===== src/rtl/grc_pkg.sv =====
// shared types and constants for the grid ray caster
package grc_pkg;

  // map size defaults and queue depth
  localparam int unsigned MAP_WIDTH_DEF  = 256;
  localparam int unsigned MAP_HEIGHT_DEF = 256;
  localparam int unsigned QUEUE_DEPTH    = 2;

  // field widths
  localparam int unsigned COORD_W   = 13;
  localparam int unsigned WALK_W    = 14;
  localparam int unsigned DELTA_W   = 13;
  localparam int unsigned ERR_W     = 16;
  localparam int unsigned STEP_W    = 14;
  localparam int unsigned DIST_W    = 27;
  localparam int unsigned CELL_W    = 8;
  localparam int unsigned STATE_W   = 2;
  localparam int unsigned CFG_W     = 9;
  localparam int unsigned CFG_IDX_W = 1;

  // largest stored extent per axis, cell writes carry 8-bit coordinates
  localparam int unsigned STORE_MAX = 256;

  localparam logic [CFG_W-1:0] CFG_SIZE_RST = 9'd256;

  // register indexes
  localparam logic [CFG_IDX_W-1:0] REG_WIDTH_IN_USE  = 1'b0;
  localparam logic [CFG_IDX_W-1:0] REG_HEIGHT_IN_USE = 1'b1;

  // item kinds
  localparam logic KIND_WRITE = 1'b0;
  localparam logic KIND_RAY   = 1'b1;

  // cell codes
  localparam logic [STATE_W-1:0] CELL_FREE    = 2'd0;
  localparam logic [STATE_W-1:0] CELL_UNKNOWN = 2'd1;

  // classified item, coordinates already in major/minor order
  typedef struct packed {
    logic                      is_ray;
    logic                      wr_en;
    logic [CELL_W-1:0]         cell_x;
    logic [CELL_W-1:0]         cell_y;
    logic [STATE_W-1:0]        cell_state;
    logic                      steep;
    logic signed [WALK_W-1:0]  maj0;
    logic signed [WALK_W-1:0]  min0;
    logic signed [WALK_W-1:0]  maj_end;
    logic [DELTA_W-1:0]        dx;
    logic [DELTA_W-1:0]        dy;
    logic                      xs_neg;
    logic                      ys_neg;
  } item_t;

endpackage


===== src/rtl/grc_fifo.sv =====
// short item queue between front end and walker
module grc_fifo #(
  parameter int unsigned Depth = grc_pkg::QUEUE_DEPTH
) (
  input  logic           clk_i,
  input  logic           rst_ni,
  input  logic           push_i,
  input  grc_pkg::item_t data_i,
  output logic           full_o,
  input  logic           pop_i,
  output logic           empty_o,
  output grc_pkg::item_t data_o
);

  localparam int unsigned PTR_W = (Depth > 1) ? $clog2(Depth) : 1;
  localparam int unsigned CNT_W = $clog2(Depth + 1);

  grc_pkg::item_t    mem_q [Depth];
  logic [PTR_W-1:0]  wptr_q, wptr_d, rptr_q, rptr_d;
  logic [CNT_W-1:0]  cnt_q, cnt_d;

  assign full_o  = (cnt_q == CNT_W'(Depth));
  assign empty_o = (cnt_q == '0);
  assign data_o  = mem_q[rptr_q];

  always_comb begin
    wptr_d = wptr_q;
    rptr_d = rptr_q;
    cnt_d  = cnt_q;
    if (push_i) begin
      wptr_d = (wptr_q == PTR_W'(Depth - 1)) ? '0 : wptr_q + 1'b1;
    end
    if (pop_i) begin
      rptr_d = (rptr_q == PTR_W'(Depth - 1)) ? '0 : rptr_q + 1'b1;
    end
    if (push_i && !pop_i) begin
      cnt_d = cnt_q + 1'b1;
    end else if (pop_i && !push_i) begin
      cnt_d = cnt_q - 1'b1;
    end
  end

  always_ff @(posedge clk_i or negedge rst_ni) begin
    if (!rst_ni) begin
      wptr_q <= '0;
      rptr_q <= '0;
      cnt_q  <= '0;
    end else begin
      wptr_q <= wptr_d;
      rptr_q <= rptr_d;
      cnt_q  <= cnt_d;
    end
  end

  always_ff @(posedge clk_i) begin
    if (push_i) begin
      mem_q[wptr_q] <= data_i;
    end
  end

endmodule


===== config.mk =====
export PLATFORM = sky130hd
export DESIGN_NAME = grc_fifo
export DESIGN_NICKNAME = d
export VERILOG_FILES = /design/src/rtl/grc_pkg.sv /design/src/rtl/grc_fifo.sv
export SDC_FILE = /design/constraint.sdc
export NUM_CORES = 1
export LEC_CHECK = 0
export ABC_AREA = 1
export ABC_CLOCK_PERIOD_IN_PS = 11800
export BUFFER_PORTS_ARGS = -buffer_cell sky130_fd_sc_hd__buf_2
export CORE_AREA = 2 2 117 119
export CTS_CLUSTER_SIZE = 16
export DETAILED_ROUTE_END_ITERATION = 12
export DIE_AREA = 0 0 119 121
export PLACE_DENSITY = 0.9
export SYNTH_ARGS = -nofsm -noshare
export SYNTH_HDL_FRONTEND = slang
export SYNTH_SLANG_ARGS = --single-unit

===== constraint.sdc =====
create_clock -name clk_i -period 11.8 [get_ports clk_i]
set_input_delay 2.36 -clock clk_i [delete_from_list [all_inputs] [get_ports clk_i]]
set_output_delay 2.36 -clock clk_i [all_outputs]
set_load 0.01 [all_outputs]

==> flow_metrics.py <==
metrics = {
    "clock_network": {
        "cts_hold_buffers": 0,
        "root_buffer": "clkbuf_16",
        "clock_path_buffers": 2,
        "cts_sinks": 186,
        "insertion_delay_ps": 410,
        "htree_levels": 4,
        "cts_setup_buffers": 0,
        "cts_buffers": 17,
        "cts_tree": "built",
        "clk_pin_slew_worst_paths_ps": 60,
        "cts-resized-gates": 0,
    },
    "floorplanning": {
        "die_area_um2": 14400,
        "start_util": 0.5482,
        "ios": 188,
        "rows": 42,
        "core_um2": 13090,
        "die_h_um": 121,
        "die_w_um": 119,
    },
    "worst_setup_path": {
        "critPathRequiredTime_ps": 9440,
        "arrival_ps": 2760,
        "ff2ff_setup_slack_ps": 9320,
        "rr_worst_depth": 2,
        "slowest_delay_ps": 980,
        "crit_family": "flip-flops",
        "worst-path-stages": 3,
        "crit_type": "reg -> out",
        "cp_slowest_cell": "dfrtp_4",
        "worstPathMaxFanout": 47,
        "setup.worst_path.end_class": "output pin",
        "cp_cell_sequence": "buf_4, mux2_2, buf_2",
        "critPathLaunchType": "register",
        "cp.buffers_inverters": 2,
    },
    "routing": {
        "met1_length_mm": 4.706,
        "antenna_left": 0,
        "drt_iter0_markers": 256,
        "routed_wl_mm": 12.15,
        "routed-wl-met2_mm": 6.541,
        "met3_length_um": 763,
        "viasPerCell": 4.911,
        "avgRoutedWirePerCell_um": 17.48,
        "dr_total_vias": 3413,
        "first_pass_iters": 4,
        "post-route-drc-count": 0,
        "routed.top_layer": "met4",
    },
    "layout": {
        "finalNonFillerCells": 695,
        "syn2layout_area_growth_pct": 21.89,
        "insertedDiodeCount": 0,
        "drive_gt1_frac": 0.5973,
        "final_nets": 602,
    },
    "global_routing": {
        "grt_use_total": 0.1729,
        "grt_max_degree": 92,
        "first_global_vias": 3703,
        "grt-ovfl-total": 0,
        "grt_pass1_wl_mm": 18.51,
        "antenna_found_initial": 0,
    },
    "sta": {
        "grt_setup_unrepaired": "false",
        "skew_ps": 5.585,
        "tightest_slew_ps": 1212,
        "worst_slack_ps": 6679,
        "relSlewSlack": 0.1898,
        "slew_viol_final": 0,
        "setup_viol": 0,
        "max_freq_mhz": 195.3,
        "finalCriticalPeriod_ps": 5121,
        "min_period_over_period": 0.4339,
        "finalHoldViolations": 0,
        "setup_tns_ps": 0,
    },
    "min_path": {
        "hold_depth": 1,
        "min_path_type": "reg -> reg",
    },
    "power": {
        "ir_worst_vdd_uv": 154.0,
        "total_power_mw": 2.101,
        "powerDensity_nw_per_um2": 240.3,
        "power_leakage_nw": 3.539,
    },
    "place": {
        "dp.cells": 663,
        "finalWeightedCongestion": 0.6904,
        "post-place-ws_ps": 7098,
        "port-buffer-count": 187,
        "hpwl_mm": 8.082,
    },
    "synth": {
        "synth_edf_count": 182,
        "synth_flop_cell": "edfxtp_1",
        "synth_seq_cells": 186,
        "postSynth.asyncResetShare": 0.02151,
        "syn_nets": 404,
        "netlist-cell-type-count": 15,
        "synthCells": 308,
        "syn_area_per_cell_um2": 23.29,
        "netlist_area_um2": 7173,
        "ys_seq_area_frac": 0.7759,
        "yosysWarnings": 0,
    },
    "outcome": {
        "outcome": "finished, final reports clean",
    },
    "flow_run": {
        "cap_violations": 0,
    },
}
cell usage after synthesis, types with 2 or more instances:
cell,n,area (µm²)
edfxtp_1,182,5465
mux2_4,80,1201
mux2_2,11,123.9
buf_12,8,160.2
inv_1,7,26.28
nand2_1,5,18.77
dfrtp_1,4,100.1
nor2_1,3,11.26
xor2_1,2,17.52
power by group:
| group | internal [mW] | switching (mW) | leakage [nW] | total [mW] |
|---|---|---|---|---|
| registers | 0.880 | 0.0779 | 1.75 | 0.958 |
| clock network | 0.309 | 0.225 | 0.261 | 0.534 |
| logic | 0.325 | 0.283 | 1.52 | 0.609 |
| total | 1.51 | 0.586 | 3.54 | 2.10 |
routing by layer:
metal	vias up	GRT usage
met5	-	0
met1	1677	0.1918
li1	1599	-
met3	13	0.05451
met2	124	0.3107
met4	0	0.06696
state kept, by name, indices dropped and copies added, names as in the netlist:
| signal | count |
|---|---|
| rptr_q | 1 |
| mem_q | 182 |
| wptr_q | 1 |
| cnt_q | 2 |
cell families (layout without fill, tap and decap cells):
logic type,Yosys count,after routing,share of synthesized area
adder cells (fa/ha/maj),1,1,0.001744
XOR/XNOR,3,3,0.003664
AND/OR/NAND/NOR,10,10,0.005756
multiplexers,91,91,0.1847
buffers and inverters,17,228,0.02826
flip-flops,186,186,0.7759
final cells by class:
cell class | count | area (µm²)
clock buffers | 19 | 432.9
clock inverters | 13 | 128.9
fillers | 835 | 4342
inverters | 7 | 28.78
multi-input cells | 105 | 1413
flip-flops and latches | 186 | 5569
well taps | 176 | 220.2
repair buffers | 189 | 950.9
worst paths after layout:
check	start	endpoint
max in group asynchronous	rst_ni	rptr_q
worst max register to register	wptr_q	mem_q[0][80]
worst max-delay path	rptr_q	data_o[65]
worst min register to register	cnt_q[0]	cnt_q[0]
min in group asynchronous	rst_ni	cnt_q[1]
worst min-delay path	cnt_q[0]	cnt_q[0]
per-stage QoR:
step                      cell area, µm²  utilization  hold WS (ps)
after floorplan                     7173            -         463.1
after global placement              8182       0.6253         479.8
after detailed placement            8182       0.6253         543.1
after CTS                           8743       0.6682         552.0
after global routing                8743       0.6682         596.1
final                               8743       0.6682         558.2
cell usage in the layout, fill, tap and decap left out, types with 3 or more instances in the layout:
master,instances
buf_2,187
clkbuf_16,17
clkinv_1,3
clkinvlp_4,4
dfrtp_1,3
edfxtp_1,182
inv_1,6
mux2_2,11
mux2_4,80
nand2_1,5
Power figures use the tool's default switching activity.
