$ cat config.mk
export PLATFORM = sky130hd
export DESIGN_NAME = grc_front
export DESIGN_NICKNAME = d
export VERILOG_FILES = /design/src/rtl/grc_pkg.sv /design/src/rtl/grc_front.sv
export SDC_FILE = /design/constraint.sdc
export NUM_CORES = 1
export LEC_CHECK = 0
export ABC_CLOCK_PERIOD_IN_PS = 6500
export BUFFER_PORTS_ARGS = -buffer_cell sky130_fd_sc_hd__buf_2
export CAP_MARGIN = 10
export CELL_PAD_IN_SITES_DETAIL_PLACEMENT = 1
export CELL_PAD_IN_SITES_GLOBAL_PLACEMENT = 2
export CORE_UTILIZATION = 24
export DETAILED_ROUTE_END_ITERATION = 7
export GPL_ROUTABILITY_DRIVEN = 0
export PLACE_DENSITY = 0.86
export REMOVE_ABC_BUFFERS = 1
export SYNTH_ARGS = -nofsm -noshare
export SYNTH_HDL_FRONTEND = slang
export SYNTH_SLANG_ARGS = --single-unit
$ cat constraint.sdc
create_clock -name vclk -period 6.5
set_input_delay 0.325 -clock vclk [all_inputs]
set_output_delay 0.325 -clock vclk [all_outputs]
set_load 0.01 [all_outputs]
$ cat src/rtl/grc_pkg.sv
// shared types and constants for the grid ray caster
package grc_pkg;

  // map size defaults and queue depth
  localparam int unsigned MAP_WIDTH_DEF  = 256;
  localparam int unsigned MAP_HEIGHT_DEF = 256;
  localparam int unsigned QUEUE_DEPTH    = 2;

  // field widths
  localparam int unsigned COORD_W   = 13;
  localparam int unsigned WALK_W    = 14;
  localparam int unsigned DELTA_W   = 13;
  localparam int unsigned ERR_W     = 16;
  localparam int unsigned STEP_W    = 14;
  localparam int unsigned DIST_W    = 27;
  localparam int unsigned CELL_W    = 8;
  localparam int unsigned STATE_W   = 2;
  localparam int unsigned CFG_W     = 9;
  localparam int unsigned CFG_IDX_W = 1;

  // largest stored extent per axis, cell writes carry 8-bit coordinates
  localparam int unsigned STORE_MAX = 256;

  localparam logic [CFG_W-1:0] CFG_SIZE_RST = 9'd256;

  // register indexes
  localparam logic [CFG_IDX_W-1:0] REG_WIDTH_IN_USE  = 1'b0;
  localparam logic [CFG_IDX_W-1:0] REG_HEIGHT_IN_USE = 1'b1;

  // item kinds
  localparam logic KIND_WRITE = 1'b0;
  localparam logic KIND_RAY   = 1'b1;

  // cell codes
  localparam logic [STATE_W-1:0] CELL_FREE    = 2'd0;
  localparam logic [STATE_W-1:0] CELL_UNKNOWN = 2'd1;

  // classified item, coordinates already in major/minor order
  typedef struct packed {
    logic                      is_ray;
    logic                      wr_en;
    logic [CELL_W-1:0]         cell_x;
    logic [CELL_W-1:0]         cell_y;
    logic [STATE_W-1:0]        cell_state;
    logic                      steep;
    logic signed [WALK_W-1:0]  maj0;
    logic signed [WALK_W-1:0]  min0;
    logic signed [WALK_W-1:0]  maj_end;
    logic [DELTA_W-1:0]        dx;
    logic [DELTA_W-1:0]        dy;
    logic                      xs_neg;
    logic                      ys_neg;
  } item_t;

endpackage

$ cat src/rtl/grc_front.sv
// front end: classifies input items and sets up the line walk
module grc_front #(
  parameter int unsigned MapWidth  = grc_pkg::MAP_WIDTH_DEF,
  parameter int unsigned MapHeight = grc_pkg::MAP_HEIGHT_DEF
) (
  input  logic                                 kind_i,
  input  logic [grc_pkg::CELL_W-1:0]           cell_x_i,
  input  logic [grc_pkg::CELL_W-1:0]           cell_y_i,
  input  logic [grc_pkg::STATE_W-1:0]          cell_state_i,
  input  logic signed [grc_pkg::COORD_W-1:0]   start_x_i,
  input  logic signed [grc_pkg::COORD_W-1:0]   start_y_i,
  input  logic signed [grc_pkg::COORD_W-1:0]   end_x_i,
  input  logic signed [grc_pkg::COORD_W-1:0]   end_y_i,
  output grc_pkg::item_t                       item_o
);

  logic signed [grc_pkg::WALK_W-1:0] sx, sy, ex, ey;
  logic signed [grc_pkg::WALK_W-1:0] ddx, ddy, dmaj, dmin, maj1;
  logic [grc_pkg::DELTA_W-1:0]       adx, ady;
  logic                              steep;
  logic                              xs_neg;

  assign sx = {start_x_i[grc_pkg::COORD_W-1], start_x_i};
  assign sy = {start_y_i[grc_pkg::COORD_W-1], start_y_i};
  assign ex = {end_x_i[grc_pkg::COORD_W-1], end_x_i};
  assign ey = {end_y_i[grc_pkg::COORD_W-1], end_y_i};

  assign ddx = ex - sx;
  assign ddy = ey - sy;

  always_comb begin
    logic signed [grc_pkg::WALK_W-1:0] nx, ny;
    nx  = -ddx;
    ny  = -ddy;
    adx = ddx[grc_pkg::WALK_W-1] ? nx[grc_pkg::DELTA_W-1:0] : ddx[grc_pkg::DELTA_W-1:0];
    ady = ddy[grc_pkg::WALK_W-1] ? ny[grc_pkg::DELTA_W-1:0] : ddy[grc_pkg::DELTA_W-1:0];
  end

  assign steep  = ady > adx;
  assign dmaj   = steep ? ddy : ddx;
  assign dmin   = steep ? ddx : ddy;
  assign maj1   = steep ? ey : ex;
  // step is negative unless the end lies strictly ahead
  assign xs_neg = dmaj[grc_pkg::WALK_W-1] | (dmaj == '0);

  always_comb begin
    item_o.is_ray     = (kind_i == grc_pkg::KIND_RAY);
    item_o.wr_en      = (32'(cell_x_i) < MapWidth) && (32'(cell_y_i) < MapHeight);
    item_o.cell_x     = cell_x_i;
    item_o.cell_y     = cell_y_i;
    item_o.cell_state = cell_state_i;
    item_o.steep      = steep;
    item_o.maj0       = steep ? sy : sx;
    item_o.min0       = steep ? sx : sy;
    item_o.maj_end    = xs_neg ? maj1 - 14'sd1 : maj1 + 14'sd1;
    item_o.dx         = steep ? ady : adx;
    item_o.dy         = steep ? adx : ady;
    item_o.xs_neg     = xs_neg;
    item_o.ys_neg     = dmin[grc_pkg::WALK_W-1] | (dmin == '0);
  end

endmodule

==> impl_metrics.env <==
export IMPL_p_comb_share_pct=100.0
export IMPL_seq_area_frac_synth_pct=0
export IMPL_core_um2=15900
export IMPL_crit_family="compound AO/OA/AOI/OAI gates"
export IMPL_io_buffers=123
export IMPL_cp_arrival_ns=6.19
export IMPL_crit_buf_inv=8
export IMPL_yosys_cell_types_count=66
export IMPL_hold_path_depth=0
export IMPL_critPathCaptureType="output pin"
export IMPL_pin_count=162
export IMPL_outcome="finished, violations left"
export IMPL_tightest_slew_ns=0.535
export IMPL_routed_top_layer="met4"
export IMPL_drtPass1Iterations=4
export IMPL_dp_hpwl_um=12400
export IMPL_die_w_um=130
export IMPL_postLayoutCoreUtil_pct=34.6
export IMPL_required_ns=6.17
export IMPL_grt_pass1_wl_um=22900
export IMPL_synth_top_area_share_pct=16.9
export IMPL_wl_met3_um=579
export IMPL_place_ws_ns=-0.328
export IMPL_max_cap_violations=0
export IMPL_final_layout_size_suffix_gt1_share_pct=38.3
export IMPL_multi_input_area_um2=3740
export IMPL_synth_top_area_cell="ha_1"
export IMPL_grtUsageTotal_pct=16.7
export IMPL_antenna_cells=0
export IMPL_vias=4608
export IMPL_power_density_nw_per_um2=462
export IMPL_wl_met1_um=7090
export IMPL_fin_crit_sh_pct=100
export IMPL_crit_cells=31
export IMPL_hold_path_end="item_o[90]"
export IMPL_finalSetupViolCount=1
export IMPL_clkbuf_count=0
export IMPL_finalSetupTns_ns=-0.0195
export IMPL_die_h_um=130
export IMPL_layout_min_cycle_time_ns=6.52
export IMPL_start_util_pct=24.7
export IMPL_rows=46
export IMPL_drc=0
export IMPL_min_from="kind_i"
export IMPL_grt_pass1_vias=4497
export IMPL_sequentialPowerShare_pct=0
export IMPL_regArea_um2=0
export IMPL_crit_fanout=7
export IMPL_cp_start_kind="input port"
export IMPL_design_seq_count=0
export IMPL_wl_met2_um=7030
export IMPL_slew_headroom_pct=64.1
export IMPL_violations="negative setup slack"
export IMPL_via_per_inst=4.87
export IMPL_antenna_found_initial=0
export IMPL_synthTopCellsByCount="inv_1, ha_1, nand2_1"
export IMPL_whs_ns=0.650
export IMPL_pwr_share_clk_pct=0
export IMPL_ys_top_cells_by_area="ha_1, mux2i_1, inv_1, o21ai_0, nand2_1"
export IMPL_clock_fmax_ghz=0.153
export IMPL_grt_max_degree=27
export IMPL_num_fill_cells=2056
export IMPL_total_power_mw=2.55
export IMPL_final_area_um2=5520
export IMPL_min_path_type="in -> out"
export IMPL_fin_cells=947
export IMPL_path_class="in -> out"
export IMPL_gr_total_overflow=0
export IMPL_fin_nets=860
export IMPL_swShare_pct=52.8
export IMPL_slew_viol_final=0
export IMPL_rsz0062_at_grt="yes"
export IMPL_first_iter_violations=93
export IMPL_ctsHoldBuffers=0
export IMPL_placed_area_um2=5090
export IMPL_avgSynthCellArea_um2=6.96
export IMPL_dp_cells=931
export IMPL_drt_wl_total_um=14800
export IMPL_fin_ws_ns=-0.0195
export IMPL_wire_per_inst_um=15.6
export IMPL_cpPeakStageDelay_ns=0.47
export IMPL_synth_most_common_cell="inv_1"
export IMPL_power_leakage_nw=2.70
export IMPL_hold_viol_final=0
export IMPL_ys_warn_count=0
export IMPL_syn_inst=565
export IMPL_synth_area_um2=3930
export IMPL_peakVddDrop_mv=0.269
export IMPL_p_int_mw=1.20
export IMPL_antenna_left=0
export IMPL_slowest_stage="a2111oi_4"
export IMPL_syn_to_final_growth_pct=40.4
export IMPL_switching_power_mw=1.35
export IMPL_dieArea_um2=16900
[cells by family after synthesis]
family                   synth area share [%]
AND/OR/NAND/NOR                          21.3
AO/OA/AOI/OAI                            26.0
buffers and inverters                    12.1
adder cells (fa/ha/maj)                  18.4
multiplexers                             12.4
XOR/XNOR                                 9.73
other                                  0.0953
[layout make-up]
class | count | area share (%)
multi-input cells | 467 | 67.8
repair buffers | 210 | 23.6
well taps | 216 | 4.89
inverters | 54 | 3.72
[worst max path at each step]
stage	start	to	slack (ns)
final	end_y_i[0]	item_o[40]	-0.02
after global routing	end_y_i[0]	item_o[40]	-0.42
after CTS	start_y_i[0]	item_o[39]	0.01
after detailed placement	start_y_i[0]	item_o[40]	-0.33
after global placement	start_y_i[0]	item_o[40]	-0.14
after floorplan	end_y_i[0]	item_o[40]	-4.36
[power by group through the flow]
stage,Clock [mW],Sequential [mW],Combinational (mW)
final,0,0,2.55
after floorplan,0,0,1.43
after global placement,0,0,2.24
after global routing,0,0,2.81
after CTS,0,0,2.36
after detailed placement,0,0,2.28
[what timing repair did]
item,CTS,global route
pin swaps,10,28
setup buffers,6,11
setup endpoints to repair,6,9
gates resized for setup,12,50
[metal layers]
| metal | global-route usage, % | vias to the layer above |
|---|---|---|
| li1 | - | 2319 |
| met4 | 0.410 | 0 |
| met5 | 0 | - |
| met1 | 23.3 | 2171 |
| met2 | 29.2 | 112 |
| met3 | 1.48 | 6 |
[cells in the final DEF, fill, tap and decap left out, types with 6 or more instances in the layout]
cell     count
inv_1       52
nand4_1      7
ha_4         7
mux2_2      12
buf_4       82
buf_6        6
a21oi_1     32
mux2i_1     30
xnor2_1     19
nor2b_1     11
nand2_1     51
ha_1        46
o21ai_0     36
nor3_1      13
buf_2      121
xor2_1      19
nand3_1     16
o21a_1       8
nor2_1      43
Power figures use the tool's default switching activity.
